`src/rtl/gcd_lcm_unit_defines.svh`:
```
// ----------------------------------------------------------------------------
// gcd_lcm_unit assertion macros
// Shared concurrent assertion forms for the gcd/lcm unit, all clocked on clk
// and disabled while rst_n is low.
// ----------------------------------------------------------------------------
`ifndef GCD_LCM_UNIT_DEFINES_SVH
`define GCD_LCM_UNIT_DEFINES_SVH

// Consequent must hold in the same cycle as the antecedent.
`define GCL_ASSERT_SAME(label, ante, cons, msg) \
    label: assert property (@(posedge clk) disable iff (!rst_n) (ante) |-> (cons)) \
        else $error(msg);

// Consequent must hold in the cycle after the antecedent.
`define GCL_ASSERT_NEXT(label, ante, cons, msg) \
    label: assert property (@(posedge clk) disable iff (!rst_n) (ante) |=> (cons)) \
        else $error(msg);

`endif

```
`src/rtl/gcl_pkg.sv`:
```
`timescale 1ns / 1ps
// ----------------------------------------------------------------------------
// gcl_pkg
// Widths and controller/datapath interface types of the gcd/lcm unit.
// ----------------------------------------------------------------------------
package gcl_pkg;

    // Operand magnitude width; operand ports carry 32 bits, the low WIDTH are used.
    localparam int WIDTH   = 32;
    localparam int CNT_W   = $clog2(WIDTH);
    localparam int OPND_W  = 32;
    localparam int VALUE_W = 64;

    typedef struct packed {
        logic load;      // capture operands and mode
        logic gcd_step;  // one binary gcd reduction step
        logic fix;       // form the gcd, set the result (gcd, or 0 in lcm mode), prime the divider
        logic div_step;  // one restoring division step
        logic mul;       // form the lcm product
    } cmd_t;

    typedef struct packed {
        logic gcd_done;  // one of the reduced operands is zero
        logic div_last;  // the current division step is the final one
        logic mode;      // captured mode bit
        logic zero_op;   // one of the captured operands is zero
    } status_t;

endpackage

```
`src/rtl/gcl_datapath.sv`:
```
`timescale 1ns / 1ps
// ----------------------------------------------------------------------------
// gcl_datapath
// Binary gcd reducer, restoring divider and product register of the unit.
// ----------------------------------------------------------------------------
`include "gcd_lcm_unit_defines.svh"

module gcl_datapath
    import gcl_pkg::*;
(
    input  logic                clk,
    input  logic                rst_n,
    input  cmd_t                cmd,
    output status_t             status,
    input  logic                mode,
    input  logic [OPND_W-1:0]   operand_a,
    input  logic [OPND_W-1:0]   operand_b,
    output logic [VALUE_W-1:0]  value
);

    logic [WIDTH-1:0]   a_reg, b_reg;
    logic               mode_reg;
    logic [WIDTH-1:0]   x_reg, x_next;
    logic [WIDTH-1:0]   y_reg, y_next;
    logic [CNT_W-1:0]   k_reg, k_next;
    logic [WIDTH-1:0]   g_reg;
    logic [WIDTH-1:0]   g_calc;
    logic [WIDTH-1:0]   rem_reg, rem_next;
    logic [WIDTH-1:0]   quot_reg, quot_next;
    logic [CNT_W-1:0]   cnt_reg;
    logic [WIDTH:0]     trial;
    logic [2*WIDTH-1:0] prod;
    logic [VALUE_W-1:0] result_reg;

    // Once one operand is zero the other holds the gcd with its common twos stripped.
    assign g_calc = (x_reg | y_reg) << k_reg;

    // Binary gcd: strip common twos, strip lone twos, subtract odd from odd.
    always_comb
    begin
        x_next = x_reg;
        y_next = y_reg;
        k_next = k_reg;
        if (!x_reg[0] && !y_reg[0])
        begin
            x_next = x_reg >> 1;
            y_next = y_reg >> 1;
            k_next = k_reg + CNT_W'(1);
        end
        else if (!x_reg[0])
        begin
            x_next = x_reg >> 1;
        end
        else if (!y_reg[0])
        begin
            y_next = y_reg >> 1;
        end
        else if (x_reg >= y_reg)
        begin
            x_next = x_reg - y_reg;
        end
        else
        begin
            y_next = y_reg - x_reg;
        end
    end

    // Restoring division of a by the gcd, one quotient bit per cycle.
    assign trial = {rem_reg, quot_reg[WIDTH-1]};

    always_comb
    begin
        if (trial >= {1'b0, g_reg})
        begin
            rem_next  = WIDTH'(trial - {1'b0, g_reg});
            quot_next = {quot_reg[WIDTH-2:0], 1'b1};
        end
        else
        begin
            rem_next  = trial[WIDTH-1:0];
            quot_next = {quot_reg[WIDTH-2:0], 1'b0};
        end
    end

    assign prod = quot_reg * b_reg;

    always_ff @(posedge clk)
    begin
        if (cmd.load)
        begin
            a_reg    <= operand_a[WIDTH-1:0];
            b_reg    <= operand_b[WIDTH-1:0];
            x_reg    <= operand_a[WIDTH-1:0];
            y_reg    <= operand_b[WIDTH-1:0];
            mode_reg <= mode;
            k_reg    <= '0;
        end
        else if (cmd.gcd_step)
        begin
            x_reg <= x_next;
            y_reg <= y_next;
            k_reg <= k_next;
        end

        if (cmd.fix)
        begin
            g_reg      <= g_calc;
            rem_reg    <= '0;
            quot_reg   <= a_reg;
            cnt_reg    <= CNT_W'(WIDTH - 1);
            result_reg <= mode_reg ? '0 : VALUE_W'(g_calc);
        end
        else if (cmd.div_step)
        begin
            rem_reg  <= rem_next;
            quot_reg <= quot_next;
            cnt_reg  <= cnt_reg - CNT_W'(1);
        end
        else if (cmd.mul)
        begin
            result_reg <= VALUE_W'(prod);
        end
    end

    always_comb
    begin
        status.gcd_done = (x_reg == '0) || (y_reg == '0);
        status.div_last = (cnt_reg == '0);
        status.mode     = mode_reg;
        status.zero_op  = (a_reg == '0) || (b_reg == '0);
    end

    assign value = result_reg;

    `GCL_ASSERT_SAME(a_div_nonzero_divisor, cmd.div_step, g_reg != '0, "division by a zero gcd")
    `GCL_ASSERT_SAME(a_div_rem_bound, cmd.div_step, rem_reg < g_reg, "partial remainder out of range")
    `GCL_ASSERT_NEXT(a_fix_primes_div, cmd.fix, rem_reg == '0 && cnt_reg == CNT_W'(WIDTH - 1), "divider not primed")

endmodule

```
`src/rtl/gcl_ctrl.sv`:
```
`timescale 1ns / 1ps
// ----------------------------------------------------------------------------
// gcl_ctrl
// Sequencer of the gcd/lcm unit: gcd loop, optional division and product.
// ----------------------------------------------------------------------------
`include "gcd_lcm_unit_defines.svh"

module gcl_ctrl
    import gcl_pkg::*;
(
    input  logic    clk,
    input  logic    rst_n,
    input  logic    start,
    output logic    busy,
    output logic    done,
    output cmd_t    cmd,
    input  status_t status
);

    localparam logic [2:0] S_IDLE = 3'd0;
    localparam logic [2:0] S_GCD  = 3'd1;
    localparam logic [2:0] S_DIV  = 3'd2;
    localparam logic [2:0] S_MUL  = 3'd3;
    localparam logic [2:0] S_DONE = 3'd4;

    logic [2:0] state_reg, state_next;

    always_comb
    begin
        cmd        = '0;
        state_next = state_reg;
        case (state_reg)
            S_IDLE:
            begin
                if (start)
                begin
                    cmd.load   = 1'b1;
                    state_next = S_GCD;
                end
            end
            S_GCD:
            begin
                if (status.gcd_done)
                begin
                    cmd.fix = 1'b1;
                    // The gcd is final here; the lcm of a zero operand is zero.
                    if (!status.mode || status.zero_op)
                    begin
                        state_next = S_DONE;
                    end
                    else
                    begin
                        state_next = S_DIV;
                    end
                end
                else
                begin
                    cmd.gcd_step = 1'b1;
                end
            end
            S_DIV:
            begin
                cmd.div_step = 1'b1;
                if (status.div_last)
                begin
                    state_next = S_MUL;
                end
            end
            S_MUL:
            begin
                cmd.mul    = 1'b1;
                state_next = S_DONE;
            end
            S_DONE:
            begin
                state_next = S_IDLE;
            end
            default:
            begin
                state_next = S_IDLE;
            end
        endcase
    end

    always_ff @(posedge clk or negedge rst_n)
    begin
        if (!rst_n)
        begin
            state_reg <= S_IDLE;
        end
        else
        begin
            state_reg <= state_next;
        end
    end

    assign busy = (state_reg != S_IDLE);
    assign done = (state_reg == S_DONE);

    `GCL_ASSERT_NEXT(a_start_takes, start && !busy, busy, "accepted transaction did not start")
    `GCL_ASSERT_NEXT(a_done_releases, done, !busy, "unit stayed busy after its result")
    `GCL_ASSERT_SAME(a_mul_after_div, state_reg == S_MUL, $past(state_reg) == S_DIV, "product without division")

endmodule

```
`src/rtl/gcd_lcm_unit.sv`:
```
`timescale 1ns / 1ps
// ----------------------------------------------------------------------------
// gcd_lcm_unit
// Greatest common divisor (mode 0) or least common multiple (mode 1) of two
// unsigned WIDTH-bit magnitudes, with a full double-width lcm.
// ----------------------------------------------------------------------------
// A transaction is taken when start is high while busy is low; busy then stays
// high until the result has been shown. done is high for exactly one cycle and
// marks the result on value; it must be captured then since the unit cannot be
// stalled. The gcd comes from a binary reduction loop that handles one bit or
// one subtraction per cycle, so its length depends on the operands. The fix step
// that ends the loop registers a gcd result, which is shown in the done state.
// An lcm with nonzero operands adds a restoring division of the first operand by
// the gcd, one quotient bit for each operand bit, and then the 32x32 product;
// an lcm with a zero operand returns 0 as fast as a gcd.
// A new transaction can be taken in the cycle after done.
// ----------------------------------------------------------------------------

module gcd_lcm_unit
    import gcl_pkg::*;
(
    input  logic               clk,
    input  logic               rst_n,
    input  logic               start,
    output logic               busy,
    output logic               done,
    input  logic               mode,
    input  logic [OPND_W-1:0]  operand_a,
    input  logic [OPND_W-1:0]  operand_b,
    output logic [VALUE_W-1:0] value
);

    cmd_t    cmd;
    status_t status;

    gcl_ctrl u_ctrl (
        .clk    (clk),
        .rst_n  (rst_n),
        .start  (start),
        .busy   (busy),
        .done   (done),
        .cmd    (cmd),
        .status (status)
    );

    gcl_datapath u_datapath (
        .clk       (clk),
        .rst_n     (rst_n),
        .cmd       (cmd),
        .status    (status),
        .mode      (mode),
        .operand_a (operand_a),
        .operand_b (operand_b),
        .value     (value)
    );

endmodule
```
`config.mk`:
```
export PLATFORM = sky130hd
export DESIGN_NAME = gcd_lcm_unit
export DESIGN_NICKNAME = d
export VERILOG_FILES = /design/src/rtl/gcl_pkg.sv /design/src/rtl/gcl_datapath.sv /design/src/rtl/gcl_ctrl.sv /design/src/rtl/gcd_lcm_unit.sv
export VERILOG_INCLUDE_DIRS = /design/src /design/src/rtl
export SDC_FILE = /design/constraint.sdc
export NUM_CORES = 2
export LEC_CHECK = 0
export BUFFER_PORTS_ARGS = -buffer_cell sky130_fd_sc_hd__buf_2
export CORE_MARGIN = 3
export CORE_UTILIZATION = 50
export DETAILED_ROUTE_END_ITERATION = 8
export PLACE_DENSITY_LB_ADDON = 0.1
export SYNTH_ARGS = -nofsm -noshare
export SYNTH_HDL_FRONTEND = slang
export SYNTH_SLANG_ARGS = --single-unit
```
`constraint.sdc`:
```
create_clock -name clk -period 21.4 [get_ports clk]
set_input_delay 4.28 -clock clk [delete_from_list [all_inputs] [get_ports clk]]
set_output_delay 4.28 -clock clk [all_outputs]
set_load 0.05 [all_outputs]
```
==> impl_metrics.json <==
{
  "status": "finished clean",
  "fin_crit_ns": 9.145,
  "grt_usage": 0.3167,
  "ys_warn_count": 0,
  "antenna_left": 0,
  "yosysUniqueCellTypes": 87,
  "first_pass_iters": 5,
  "grt_pass1_vias": 41870,
  "vias": 40140,
  "post-route-period-util": 0.4273,
  "yosysTopAreaCellShare": 0.3433,
  "synth-seq-area-share": 0.1647,
  "holdBufCountCts": 0,
  "cp_data_required_time_ns": 21.73,
  "setup_viol": 0,
  "leakagePower_nw": 26.06,
  "die_height_um": 329.8,
  "gr-total-overflow": 0,
  "skew_ns": 0.02163,
  "powerDensity_nw_per_um2": 67.88,
  "crit_path_end_kind": "flop",
  "ioPinCount": 134,
  "drt_wl_total_um": 167600,
  "synth_commonest_cells": "1,011 x inv_1, 899 x fa_1, 670 x nand2_1",
  "arrival_ns": 9.47,
  "rows": 118,
  "totalPowerFinal_mw": 3.768,
  "drtIter0Drc": 2975,
  "dpl-instance-area_um2": 54230,
  "fmax_ghz": 0.1094,
  "netlist_area_um2": 52430,
  "synth-seq-cells": 302,
  "final_area_um2": 55510,
  "drive_gt1_frac": 0.06123,
  "largest_register_ffs": 64,
  "slew_viol_final": 0,
  "die_area_um2": 108800,
  "layout.nets": 6998,
  "final_hold_viol_count": 0,
  "path_max_fanout": 18,
  "tightestPinTransition_ns": 1.337,
  "via_per_inst": 5.694,
  "peakVddDrop_uv": 114.6,
  "port_buffers": 133,
  "syn_inst": 5701,
  "die_w_um": 329.8,
  "dp_slack_ns": 12.51,
  "rsz0062_at_grt": "no",
  "min_path_type": "flop to flop",
  "yosysMostFrequentCell": "inv_1",
  "synthArstFlopShare": 0.009934,
  "cts_tree": "done",
  "start_kind": "flop",
  "grt_max_degree": 71,
  "drc": 0,
  "setup-tns-final_ns": 0,
  "antenna_found_initial": 5,
  "whs_ns": 0.4773,
  "path_class": "flop to flop",
  "htree_levels": 2,
  "clkSinkCount": 302,
  "dp.final_hpwl_um": 126700,
  "worstSkewPairLatency_ns": 0.60,
  "synth_nets": 7060,
  "grt_pass1_wl_um": 259100,
  "synth_area_per_cell_um2": 9.197,
  "slew_headroom": 0.1064,
  "synth_edf_count": 257,
  "core-area_um2": 103800,
  "postCtsSetupBuffers": 0,
  "path_clk_slew_ns": 0.08,
  "cts_buffers": 39,
  "synthTopCellsByArea": "fa_1 34%, edfxtp_1 15%, ha_1 9.4%, inv_1 7.2%, and2_1 7.2%",
  "synth_top_cell_by_area": "fa_1",
  "cts_max_path_buffers": 3,
  "ys.flop_type": "edfxtp_1",
  "drv_cap": 0,
  "root_buffer": "clkbuf_16",
  "cts-resized-gates": 0,
  "area_growth_pct": 5.875,
  "gp_congestion": 0.9543,
  "wl_per_cell_um": 23.77,
  "final.setup.worst_slack_ns": 12.26,
  "start_util": 0.5052
}
area by class of cell:
class | instances | area, µm²
tap | 1380 | 1727
multi-input combinational | 4065 | 38770
clock inverter | 17 | 200.2
inverter | 1017 | 3822
sequential | 302 | 8635
timing repair buffer | 214 | 1274
antenna | 2 | 5.005
fill | 9674 | 48280
clock buffer | 52 | 1076
logic make-up (layout without fill, tap and decap cells):
logic type | after synthesis | after routing | synth area share
adder cells (fa/ha/maj) | 1291 | 1291 | 0.4368
XOR/XNOR | 150 | 150 | 0.02506
other | 0 | 2 | 0
multiplexers | 70 | 70 | 0.01718
AO/OA/AOI/OAI | 706 | 706 | 0.08732
buffers and inverters | 1334 | 1300 | 0.09624
AND/OR/NAND/NOR | 1848 | 1848 | 0.1727
flip-flops | 302 | 302 | 0.1647
power by group:
group          switching [mW]  internal [mW]  total (mW)
Sequential              0.145          0.809       0.954
Combinational            1.35          0.770        2.12
Clock                   0.298          0.392       0.690
Total                    1.80           1.97        3.77
layout by cell type (no fill, tap or decap), drive strengths merged, types with 14 or more instances in the layout:
cell type / n
nand3: 57
and3: 15
clkbuf: 52
dfxtp: 42
a31oi: 27
o31ai: 21
o211ai: 21
a221oi: 43
mux2: 20
ha: 392
mux2i: 36
o21bai: 40
o21a: 15
edfxtp: 257
nand4: 42
and2: 602
a21oi: 221
inv: 1016
mux4: 14
nor4: 41
a211oi: 27
nand2: 670
nor2b: 26
buf: 214
nor3: 32
o21ai: 154
or3: 17
nor2: 299
xor2: 41
a21o: 46
xnor2: 109
nand2b: 22
fa: 899
layer usage:
| metal | track usage | vias to the layer above | part of all wire |
|---|---|---|---|
| li1 | - | 17770 | - |
| met1 | 0.4443 | 20650 | 0.43 |
| met2 | 0.5065 | 1447 | 0.46 |
| met3 | 0.04411 | 269 | 0.068 |
| met4 | 0.1091 | 2 | 0.040 |
| met5 | 0 | - | 0.000078 |
metrics by stage:
step                cells    util
floorplan            5701       -
global placement     6978  0.5225
detailed placement   6978  0.5225
CTS                  7047  0.5348
global route         7047  0.5348
finish               7049  0.5348
worst max-delay path: stages, from the launching register on:
cell and delay [ns]:
edfxtp_1 0.91, buf_4 0.41, and2_1 0.19, fa_1 0.44
fa_1 0.51, fa_1 0.53, inv_1 0.05, fa_1 0.47
inv_1 0.05, fa_1 0.48, fa_1 0.50, fa_1 0.49
inv_1 0.05, fa_1 0.47, inv_1 0.04, ha_1 0.53
nand4_1 0.22, or3_1 0.41, nor2_1 0.18, nand3_1 0.19
nor3_1 0.94, o2111ai_1 0.35, a21oi_1 0.26, o21a_1 0.13
nor3_1 0.05
path summary, 6_finish.rpt:
kind	depth (start not counted)	endpoint	startpoint	slack, ns
max	24	u_datapath.value[61]	u_datapath.quot_reg[28]	12.26
min	2	u_datapath.rem_reg[9]	u_datapath.rem_reg[9]	0.48
max reg2reg	24	u_datapath.value[61]	u_datapath.quot_reg[28]	12.26
min reg2reg	2	u_datapath.rem_reg[9]	u_datapath.rem_reg[9]	0.48
max in group asynchronous	1	u_ctrl.state_reg[0]	rst_n	17.82
min in group asynchronous	1	u_ctrl.state_reg[1]	rst_n	3.48
Power figures use the tool's default switching activity.
